[config.mk]
export PLATFORM = sky130hd
export DESIGN_NAME = bpa_ctrl
export DESIGN_NICKNAME = d
export VERILOG_FILES = /design/src/sv/bpa_pkg.sv /design/src/sv/bpa_ctrl.sv
export SDC_FILE = /design/constraint.sdc
export NUM_CORES = 1
export LEC_CHECK = 0
export BUFFER_PORTS_ARGS = -buffer_cell sky130_fd_sc_hd__buf_2
export CAP_MARGIN = 20
export CORE_AREA = 10 10 55 57
export CTS_CLUSTER_DIAMETER = 80
export DETAILED_ROUTE_END_ITERATION = 12
export DIE_AREA = 0 0 65 67
export SLEW_MARGIN = 5
export SYNTH_ARGS = -nofsm -noshare
export SYNTH_HDL_FRONTEND = slang
export SYNTH_SLANG_ARGS = --single-unit
[constraint.sdc]
create_clock -name aclk -period 1.75 [get_ports aclk]
set_clock_uncertainty 0.1 [all_clocks]
set_input_delay 0.175 -clock aclk [delete_from_list [all_inputs] [get_ports aclk]]
set_output_delay 0.175 -clock aclk [all_outputs]
set_load 0.1 [all_outputs]
[src/sv/bpa_pkg.sv]
// Shared types and constants for the bitmap page allocator.
package bpa_pkg;

    localparam int DEF_BITMAP_WORDS      = 1024;
    localparam int DEF_RECORDS           = 64;
    localparam int CFG_W                 = 11;
    localparam int WORD_BITS             = 32;
    localparam int SEG_BITS              = 8;
    localparam int SEGS                  = WORD_BITS / SEG_BITS;
    localparam int SEG_IDX_W             = $clog2(SEGS);
    localparam int SEG_POS_W             = $clog2(SEG_BITS);
    localparam int RUN_W                 = 17;
    localparam int COUNT_W               = 16;
    localparam int FBASE_W               = 15;
    localparam int RESET_USED_WORDS      = 1024;
    localparam int RESET_KERNEL_WORDS    = 16;
    localparam int KERNEL_RESERVED_WORDS = 8;
    localparam int KERNEL_PAGES          = 256;

    typedef enum logic [1:0] {
        CFG_USED_WORDS   = 2'd0,
        CFG_KERNEL_WORDS = 2'd1
    } cfg_index_t;

    typedef enum logic [2:0] {
        RES_OK         = 3'd0,
        RES_NO_RUN     = 3'd1,
        RES_TABLE_FULL = 3'd2,
        RES_NOT_ALLOC  = 3'd3,
        RES_ZERO_COUNT = 3'd4
    } res_code_t;

    typedef enum logic [3:0] {
        S_CLEAR,
        S_IDLE,
        S_ACHK,
        S_SRD,
        S_SSCAN,
        S_FOUND,
        S_MINIT,
        S_MRD,
        S_MWR,
        S_RECWR,
        S_FSTART,
        S_FRD,
        S_FCMP,
        S_SHCHK,
        S_SHWR,
        S_DONE
    } state_t;

    typedef struct packed {
        logic      clear_step;
        logic      load_item;
        logic      scan_init;
        logic      scan_read;
        logic      scan_step;
        logic      word_next;
        logic      mod_init;
        logic      mod_read;
        logic      mod_write;
        logic      rec_append;
        logic      rec_init;
        logic      rec_read;
        logic      rec_next;
        logic      rec_take;
        logic      shift_read;
        logic      shift_write;
        logic      fill_dec;
        logic      code_we;
        res_code_t code;
        logic      out_load;
    } cmd_t;

    typedef struct packed {
        logic clear_last;
        logic is_free;
        logic zero_count;
        logic area_empty;
        logic seg_found;
        logic seg_last;
        logic word_last;
        logic table_full;
        logic mod_last;
        logic fill_empty;
        logic rec_match;
        logic rec_last;
        logic out_busy;
    } stat_t;

endpackage

[src/sv/bpa_ctrl.sv]
// Controller state machine for the bitmap page allocator.
module bpa_ctrl (
    input  logic           aclk,
    input  logic           aresetn,
    input  logic           s_valid,
    output logic           s_ready,
    input  bpa_pkg::stat_t stat,
    output bpa_pkg::cmd_t  cmd
);

    bpa_pkg::state_t state_reg;
    bpa_pkg::state_t state_next;

    always_ff @(posedge aclk) begin
        if (!aresetn) begin
            state_reg <= bpa_pkg::S_CLEAR;
        end else begin
            state_reg <= state_next;
        end
    end

    always_comb begin
        state_next = state_reg;
        case (state_reg)
            bpa_pkg::S_CLEAR: begin
                if (stat.clear_last) state_next = bpa_pkg::S_IDLE;
            end
            bpa_pkg::S_IDLE: begin
                if (s_valid) begin
                    state_next = stat.is_free ? bpa_pkg::S_FSTART : bpa_pkg::S_ACHK;
                end
            end
            bpa_pkg::S_ACHK: begin
                if (stat.zero_count || stat.area_empty) state_next = bpa_pkg::S_DONE;
                else state_next = bpa_pkg::S_SRD;
            end
            bpa_pkg::S_SRD: state_next = bpa_pkg::S_SSCAN;
            bpa_pkg::S_SSCAN: begin
                if (stat.seg_found) state_next = bpa_pkg::S_FOUND;
                else if (stat.seg_last) begin
                    state_next = stat.word_last ? bpa_pkg::S_DONE : bpa_pkg::S_SRD;
                end
            end
            bpa_pkg::S_FOUND: begin
                state_next = stat.table_full ? bpa_pkg::S_DONE : bpa_pkg::S_MINIT;
            end
            bpa_pkg::S_MINIT: state_next = bpa_pkg::S_MRD;
            bpa_pkg::S_MRD:   state_next = bpa_pkg::S_MWR;
            bpa_pkg::S_MWR: begin
                if (stat.mod_last) begin
                    state_next = stat.is_free ? bpa_pkg::S_SHCHK : bpa_pkg::S_RECWR;
                end else begin
                    state_next = bpa_pkg::S_MRD;
                end
            end
            bpa_pkg::S_RECWR: state_next = bpa_pkg::S_DONE;
            bpa_pkg::S_FSTART: begin
                state_next = stat.fill_empty ? bpa_pkg::S_DONE : bpa_pkg::S_FRD;
            end
            bpa_pkg::S_FRD: state_next = bpa_pkg::S_FCMP;
            bpa_pkg::S_FCMP: begin
                if (stat.rec_match) state_next = bpa_pkg::S_MINIT;
                else if (stat.rec_last) state_next = bpa_pkg::S_DONE;
                else state_next = bpa_pkg::S_FRD;
            end
            bpa_pkg::S_SHCHK: begin
                state_next = stat.rec_last ? bpa_pkg::S_DONE : bpa_pkg::S_SHWR;
            end
            bpa_pkg::S_SHWR: state_next = bpa_pkg::S_SHCHK;
            bpa_pkg::S_DONE: begin
                if (!stat.out_busy) state_next = bpa_pkg::S_IDLE;
            end
            default: state_next = bpa_pkg::S_IDLE;
        endcase
    end

    always_comb begin
        cmd      = '0;
        cmd.code = bpa_pkg::RES_OK;
        s_ready  = 1'b0;
        case (state_reg)
            bpa_pkg::S_CLEAR: cmd.clear_step = 1'b1;
            bpa_pkg::S_IDLE: begin
                s_ready       = 1'b1;
                cmd.load_item = s_valid;
            end
            bpa_pkg::S_ACHK: begin
                cmd.scan_init = 1'b1;
                if (stat.zero_count) begin
                    cmd.code_we = 1'b1;
                    cmd.code    = bpa_pkg::RES_ZERO_COUNT;
                end else if (stat.area_empty) begin
                    cmd.code_we = 1'b1;
                    cmd.code    = bpa_pkg::RES_NO_RUN;
                end
            end
            bpa_pkg::S_SRD: cmd.scan_read = 1'b1;
            bpa_pkg::S_SSCAN: begin
                cmd.scan_step = 1'b1;
                if (!stat.seg_found && stat.seg_last) begin
                    cmd.word_next = 1'b1;
                    if (stat.word_last) begin
                        cmd.code_we = 1'b1;
                        cmd.code    = bpa_pkg::RES_NO_RUN;
                    end
                end
            end
            bpa_pkg::S_FOUND: begin
                if (stat.table_full) begin
                    cmd.code_we = 1'b1;
                    cmd.code    = bpa_pkg::RES_TABLE_FULL;
                end
            end
            bpa_pkg::S_MINIT: cmd.mod_init  = 1'b1;
            bpa_pkg::S_MRD:   cmd.mod_read  = 1'b1;
            bpa_pkg::S_MWR:   cmd.mod_write = 1'b1;
            bpa_pkg::S_RECWR: begin
                cmd.rec_append = 1'b1;
                cmd.code_we    = 1'b1;
                cmd.code       = bpa_pkg::RES_OK;
            end
            bpa_pkg::S_FSTART: begin
                cmd.rec_init = 1'b1;
                if (stat.fill_empty) begin
                    cmd.code_we = 1'b1;
                    cmd.code    = bpa_pkg::RES_NOT_ALLOC;
                end
            end
            bpa_pkg::S_FRD: cmd.rec_read = 1'b1;
            bpa_pkg::S_FCMP: begin
                if (stat.rec_match) begin
                    cmd.rec_take = 1'b1;
                end else if (stat.rec_last) begin
                    cmd.code_we = 1'b1;
                    cmd.code    = bpa_pkg::RES_NOT_ALLOC;
                end else begin
                    cmd.rec_next = 1'b1;
                end
            end
            bpa_pkg::S_SHCHK: begin
                if (stat.rec_last) begin
                    cmd.fill_dec = 1'b1;
                    cmd.code_we  = 1'b1;
                    cmd.code     = bpa_pkg::RES_OK;
                end else begin
                    cmd.shift_read = 1'b1;
                end
            end
            bpa_pkg::S_SHWR: cmd.shift_write = 1'b1;
            bpa_pkg::S_DONE: cmd.out_load = !stat.out_busy;
            default: cmd = '0;
        endcase
    end

endmodule

==> results.cfg, run 1 <==
[setup_path]
setup.worst_path.class = flop to output pin
arrival_ns = 1.61
cp_slowest_cell = dfxtp_4
cp_cell_sequence = or2_4, nor3_4, a22oi_2, buf_4, o21ai_4, buf_12
crit_required_ns = 1.47
crit_start = state_reg[1]$_SDFFE_PN0P_
cp_top_family = simple AND/OR/NAND/NOR gates
ff2ff_path_depth = 6
worst-r2r-setup-slack_ns = 0.09
worstReg2RegEnd = state_reg[2]$_SDFFE_PN0P_
path_max_fanout = 5
crit_buf_inv = 2
cp-start-kind = flop
cp-end-kind = output pin
cpPeakStageDelay_ns = 0.36
r2r_start = state_reg[1]$_SDFFE_PN0P_

[logic_synthesis]
ys_types = 36
synthFlopType = dfxtp_1
yosys.area.top_type = dfxtp_1
async_flop_share = 0
seq_area_frac_synth = 0.1210
synth_top_area_frac = 0.1210
yosys.cell_count.top_type = nor2_1
syn-cell-area_um2 = 661.9
syn_avg_cell_area_um2 = 6.426
synth_edf_count = 0
synth_seq_cells = 4
synth_nets = 119
yosys_warnings = 0
synth_common_cells = nor2_1 (18), a21oi_1 (9), nor3_1 (7)
postSynthCellCount = 103
synthTopCellsByArea = dfxtp_1 (12%), nor2_1 (10%), a21oi_1 (6.8%)

[placement]
gp_congestion = 0.8757
port_buffers = 38
hpwl_mm = 2.801

[floorplanning]
core-area_mm2 = 0.001942
std_cell_rows = 16
die_w_um = 65
die_h_um = 67
initial_utilization = 0.3409
dieArea_mm2 = 0.004355
io_pins = 39

[finish]
layout.nets = 188
syn_to_final_growth_pct = 162.9
layout-drive-gt1-share = 0.6882
largest_register_ffs = 4

[global_route]
grt_max_degree = 14
grt_pass1_vias = 1224
grt_pass1_wl_mm = 5.885
grt_overflow_total = 0
antenna_found_initial = 1
grt.total_usage = 0.1701

[drt]
num_vias = 1163
drt-wirelength-per-cell_um = 19.43
route.detailed.drc = 0
drt-vias-per-instance = 5.874
postRouteWirelength_mm = 3.848
drtIter0Drc = 51
drt_pre_antenna_iters = 4
drtAntennaViolNets = 0

[cts]
ctsHoldBuffers = 0
root_buffer = clkbuf_4
clk_path_buf_depth = 2
cts_inserted_buffers = 3
cts_tree = done
path_clk_slew_ns = 0.04
cts.sinks = 4
worstSkewPairLatency_ns = 0.23
htree_levels = 1

[power]
pwr-share-seq = 0.109
peakVddDrop_v = 0.0007714
p_per_area_mw_per_mm2 = 709.8
p_switching_w = 0.0006638
combPwrFrac = 0.798
clkPwrFrac = 0.093
switching_share = 0.5374
p_int_w = 0.0005715
total_leakage_power_nw = 0.7171

[min_path]
holdCritStartpoint = aresetn
hold_end = state_reg[2]$_SDFFE_PN0P_
whs_path_depth = 2
min-delay-path-class = input pin to flop

[sta]
final-max-slew-violation-count = 0
setup_violations = 5
hold_violations = 0
period_minus_slack_ns = 1.885
worst_pin_slew_ns = 0.3349
fin_hold_ws_ns = 0.1063
tns_ns = -0.4499
rsz0062_at_grt = true
worst_slack_ns = -0.1353
period_share = 1.077
fmax_ghz = 0.5304
slew_headroom = 0.7754

[status]
status = complete, but fails checks
violations = setup timing

[run]
max_cap_violations = 0
[logic make-up (layout without fill, tap and decap cells)]
group           count (synthesis)  in the layout  share of synthesized area
flops                           4              4                     0.1210
mux                             1              1                    0.01701
compound gates                 32             32                     0.3119
simple gates                   54             54                     0.4442
buf+inv                        12             79                     0.1058
other cells                     0              1                          0
[area by class of cell]
type | instances | area [um^2]
Sequential cell | 4 | 92.59
Fill cell | 88 | 201.4
Inverter | 4 | 15.01
Tap cell | 27 | 33.78
Antenna cell | 1 | 2.502
Timing Repair Buffer | 72 | 818.3
Clock buffer | 3 | 22.52
Multi-Input combinational cell | 87 | 755.7
[how the worst max path moves through the flow]
stage	end	slack [ns]	cells after the start
6_report	cmd[2]	-0.14	6
3_5_place_dp	cmd[4]	-0.04	6
2_1_floorplan	cmd[9]	-0.34	4
3_3_place_gp	cmd[4]	0.01	5
4_1_cts	cmd[4]	-0.1	6
5_1_grt	cmd[2]	-0.19	6
[power groups by stage]
stage	logic (W)	registers, W	clock network, W
6_report	0.000986	0.000134	0.000115
5_1_grt	0.00102	0.000136	0.000128
4_1_cts	0.000960	0.000129	0.000117
3_5_place_dp	0.000912	0.000127	0
3_3_place_gp	0.000899	0.000125	0
2_1_floorplan	0.000582	0.000117	0
[layout by cell type (no fill, tap or decap), types with 3 or more instances in the layout]
master | netlist | routed
o211ai_1 | 3 | 3
buf_12 | 0 | 24
nor2_4 | 0 | 8
buf_4 | 0 | 29
buf_6 | 3 | 4
o21ai_0 | 5 | 4
dfxtp_4 | 0 | 3
nor2_2 | 0 | 4
buf_2 | 2 | 15
nor3_4 | 0 | 5
clkbuf_4 | 0 | 3
nand2b_4 | 0 | 4
a21oi_1 | 9 | 9
a31oi_1 | 3 | 3
nor2_1 | 18 | 6
nand2_1 | 5 | 3
inv_1 | 4 | 4
[metrics by stage]
stage               utilization  setup WS, ns  cells  instance area [um^2]  total power (W)
floorplan                     -       -0.3450    103                 867.1        0.0006996
global placement         0.8125       0.01330    186                  1578         0.001024
detailed placement       0.8125      -0.04039    186                  1578         0.001040
CTS                      0.8808      -0.09779    196                  1710         0.001207
global route             0.8963       -0.1889    198                  1740         0.001286
finish                   0.8963       -0.1353    198                  1740         0.001235
[per-layer routing]
layer / share of wire / wire length [um] / global-route usage
met3: 0.10 / 395 / 0.04181
met4: 0.051 / 197 / 0.1176
met2: 0.48 / 1845 / 0.3005
met1: 0.37 / 1409 / 0.1738
met5: 0 / 0 / 0
[timing repair]
action / CTS / global route
setup endpoints to repair: 12 / 7
setup buffers: 7 / 3
gates resized for setup: 17 / 6
pin swaps: 7 / 4
Power figures use the tool's default switching activity.
==> run 2, diff against run 1 <==
--- a/config.mk
+++ b/config.mk
@@ -8,6 +8,7 @@
 export BUFFER_PORTS_ARGS = -buffer_cell sky130_fd_sc_hd__buf_2
 export CAP_MARGIN = 20
 export CORE_AREA = 10 10 55 57
+export CTS_BUF_LIST = sky130_fd_sc_hd__clkbuf_16
 export CTS_CLUSTER_DIAMETER = 80
 export DETAILED_ROUTE_END_ITERATION = 12
 export DIE_AREA = 0 0 65 67
==> results.cfg, run 2 (same netlist as run 1, synthesis figures left out) <==
[status]
status = complete, but fails checks
violations = setup timing

[cts]
clk_path_buf_depth = 2
worstSkewPairLatency_ns = 0.23
htree_levels = 1
path_clk_slew_ns = 0.03
ctsHoldBuffers = 0
cts.sinks = 4
root_buffer = clkbuf_16
cts_tree = done
cts_inserted_buffers = 3

[global_route]
antenna_found_initial = 2
grt_max_degree = 14
grt_overflow_total = 0
grt_pass1_vias = 1239
grt.total_usage = 0.1878
grt_pass1_wl_mm = 6.389

[floorplanning]
io_pins = 39
dieArea_mm2 = 0.004355
initial_utilization = 0.3409
die_w_um = 65
std_cell_rows = 16
core-area_mm2 = 0.001942
die_h_um = 67

[placement]
dp_cells = 186
gp_congestion = 0.8757
hpwl_mm = 2.801
port_buffers = 38

[sta]
fmax_ghz = 0.5210
setup_violations = 7
worst_slack_ns = -0.1692
final-max-slew-violation-count = 0
rsz0062_at_grt = true
period_minus_slack_ns = 1.919
slew_headroom = 0.7631
period_share = 1.097
hold_violations = 0
worst_pin_slew_ns = 0.3534

[power]
p_per_area_mw_per_mm2 = 848.7
pwr-share-seq = 0.087
p_switching_w = 0.0007353
p_int_w = 0.0007980
combPwrFrac = 0.670
switching_share = 0.4795
peakVddDrop_v = 0.001513
total_power_w = 0.001533
clkPwrFrac = 0.243
total_leakage_power_nw = 0.7488

[min_path]
whs_path_depth = 2
min-delay-path-class = input pin to flop
hold_end = state_reg[2]$_SDFFE_PN0P_
holdCritStartpoint = aresetn

[setup_path]
arrival_ns = 1.64
crit_required_ns = 1.47
worst-r2r-setup-slack_ns = -0.07
cp-start-kind = flop
path_max_fanout = 5
ff2ff_path_depth = 7
crit_start = state_reg[1]$_SDFFE_PN0P_
r2r_start = state_reg[1]$_SDFFE_PN0P_
cp-end-kind = output pin
cpPeakStageDelay_ns = 0.36
cp_cell_sequence = or2_4, nor3_4, a22oi_2, buf_4, o21ai_4, buf_12
setup.worst_path.class = flop to output pin
worstReg2RegEnd = state_reg[2]$_SDFFE_PN0P_
cp_slowest_cell = dfxtp_4

[finish]
stdcell_count = 201
multi_input_area_um2 = 755.7
final_common_cell = buf_4
fillers = 67
register_area_um2 = 92.59
layout.nets = 190
syn_to_final_growth_pct = 173.0
largest_register_ffs = 4
layout_common_cells = buf_4 (32), buf_12 (24), buf_2 (15)
layout-drive-gt1-share = 0.6919

[drt]
postRouteWirelength_mm = 4.929
route.detailed.drc = 0
drt_pre_antenna_iters = 4
num_vias = 1258
drt-wirelength-per-cell_um = 24.52
drtAntennaViolNets = 0
drt-vias-per-instance = 6.259
drtIter0Drc = 77

[run]
max_cap_violations = 0
## run 2: cell count changes in the layout (fill, tap and decap cells not counted), sizes merged
cell	before	now
diode	1	2
buf	72	74
## run 2: worst max path at each step
stage             end  slack [ns]  cells past startpoint
2_1_floorplan  cmd[9]       -0.34                      4
3_3_place_gp   cmd[4]        0.01                      5
3_5_place_dp   cmd[4]       -0.04                      6
4_1_cts        cmd[4]       -0.08                      6
5_1_grt        cmd[2]       -0.19                      6
6_report       cmd[2]       -0.17                      6
## run 2: power by group through the flow
stage,Sequential (W),Combinational [W],Clock [W]
CTS,0.000128,0.000960,0.000362
floorplan,0.000117,0.000582,0
finish,0.000133,0.00103,0.000373
global route,0.000135,0.00105,0.000378
detailed placement,0.000127,0.000912,0
global placement,0.000125,0.000899,0
## run 2: repair_timing
action	4_1_cts	5_1_grt
setup endpoints to repair	9	9
gates resized for setup	16	6
buffers inserted	8	3
pin swaps	7	4
endpoints found under the hold margin	0	0
## run 2: layout make-up
class | instances | share of cell area
multi-input combinational | 87 | 0.4183
clock buffer | 3 | 0.04155
inverter | 4 | 0.008310
timing repair buffer | 74 | 0.4591
sequential | 4 | 0.05125
tap | 27 | 0.01870
antenna | 2 | 0.002770
## run 2: worst max-delay path, delay by kind of cell (launching register included)
family | cells | cell delay [ns]
DFF | 1 | 0.36
AOI/OAI and AO/OA | 2 | 0.19
and+or+nand+nor | 2 | 0.49
buffers and inverters | 2 | 0.36
## run 2: through the flow
| stage | utilization | setup WS (ns) | hold slack [ns] | cell area (um^2) | TNS (ns) |
|---|---|---|---|---|---|
| CTS | 0.9104 | -0.08288 | 0.1004 | 1768 | -0.2164 |
| global route | 0.9304 | -0.1887 | 0.1244 | 1807 | -1.032 |
| floorplan | - | -0.3450 | 0.1925 | 867.1 | -2.113 |
| finish | 0.9304 | -0.1692 | 0.1166 | 1807 | -0.6728 |
| detailed placement | 0.8125 | -0.04039 | 0.3333 | 1578 | -0.04039 |
| global placement | 0.8125 | 0.01330 | 0.3375 | 1578 | 0 |
## run 2: per-layer routing
layer,wire length (um),part of all wire,global-route usage,vias to the layer above
met1,1631,0.33,0.1849,597
met2,2391,0.49,0.3534,116
met4,317,0.064,0.09893,0
met5,0,0,0,-
met3,589,0.12,0.04849,28
li1,-,-,-,517
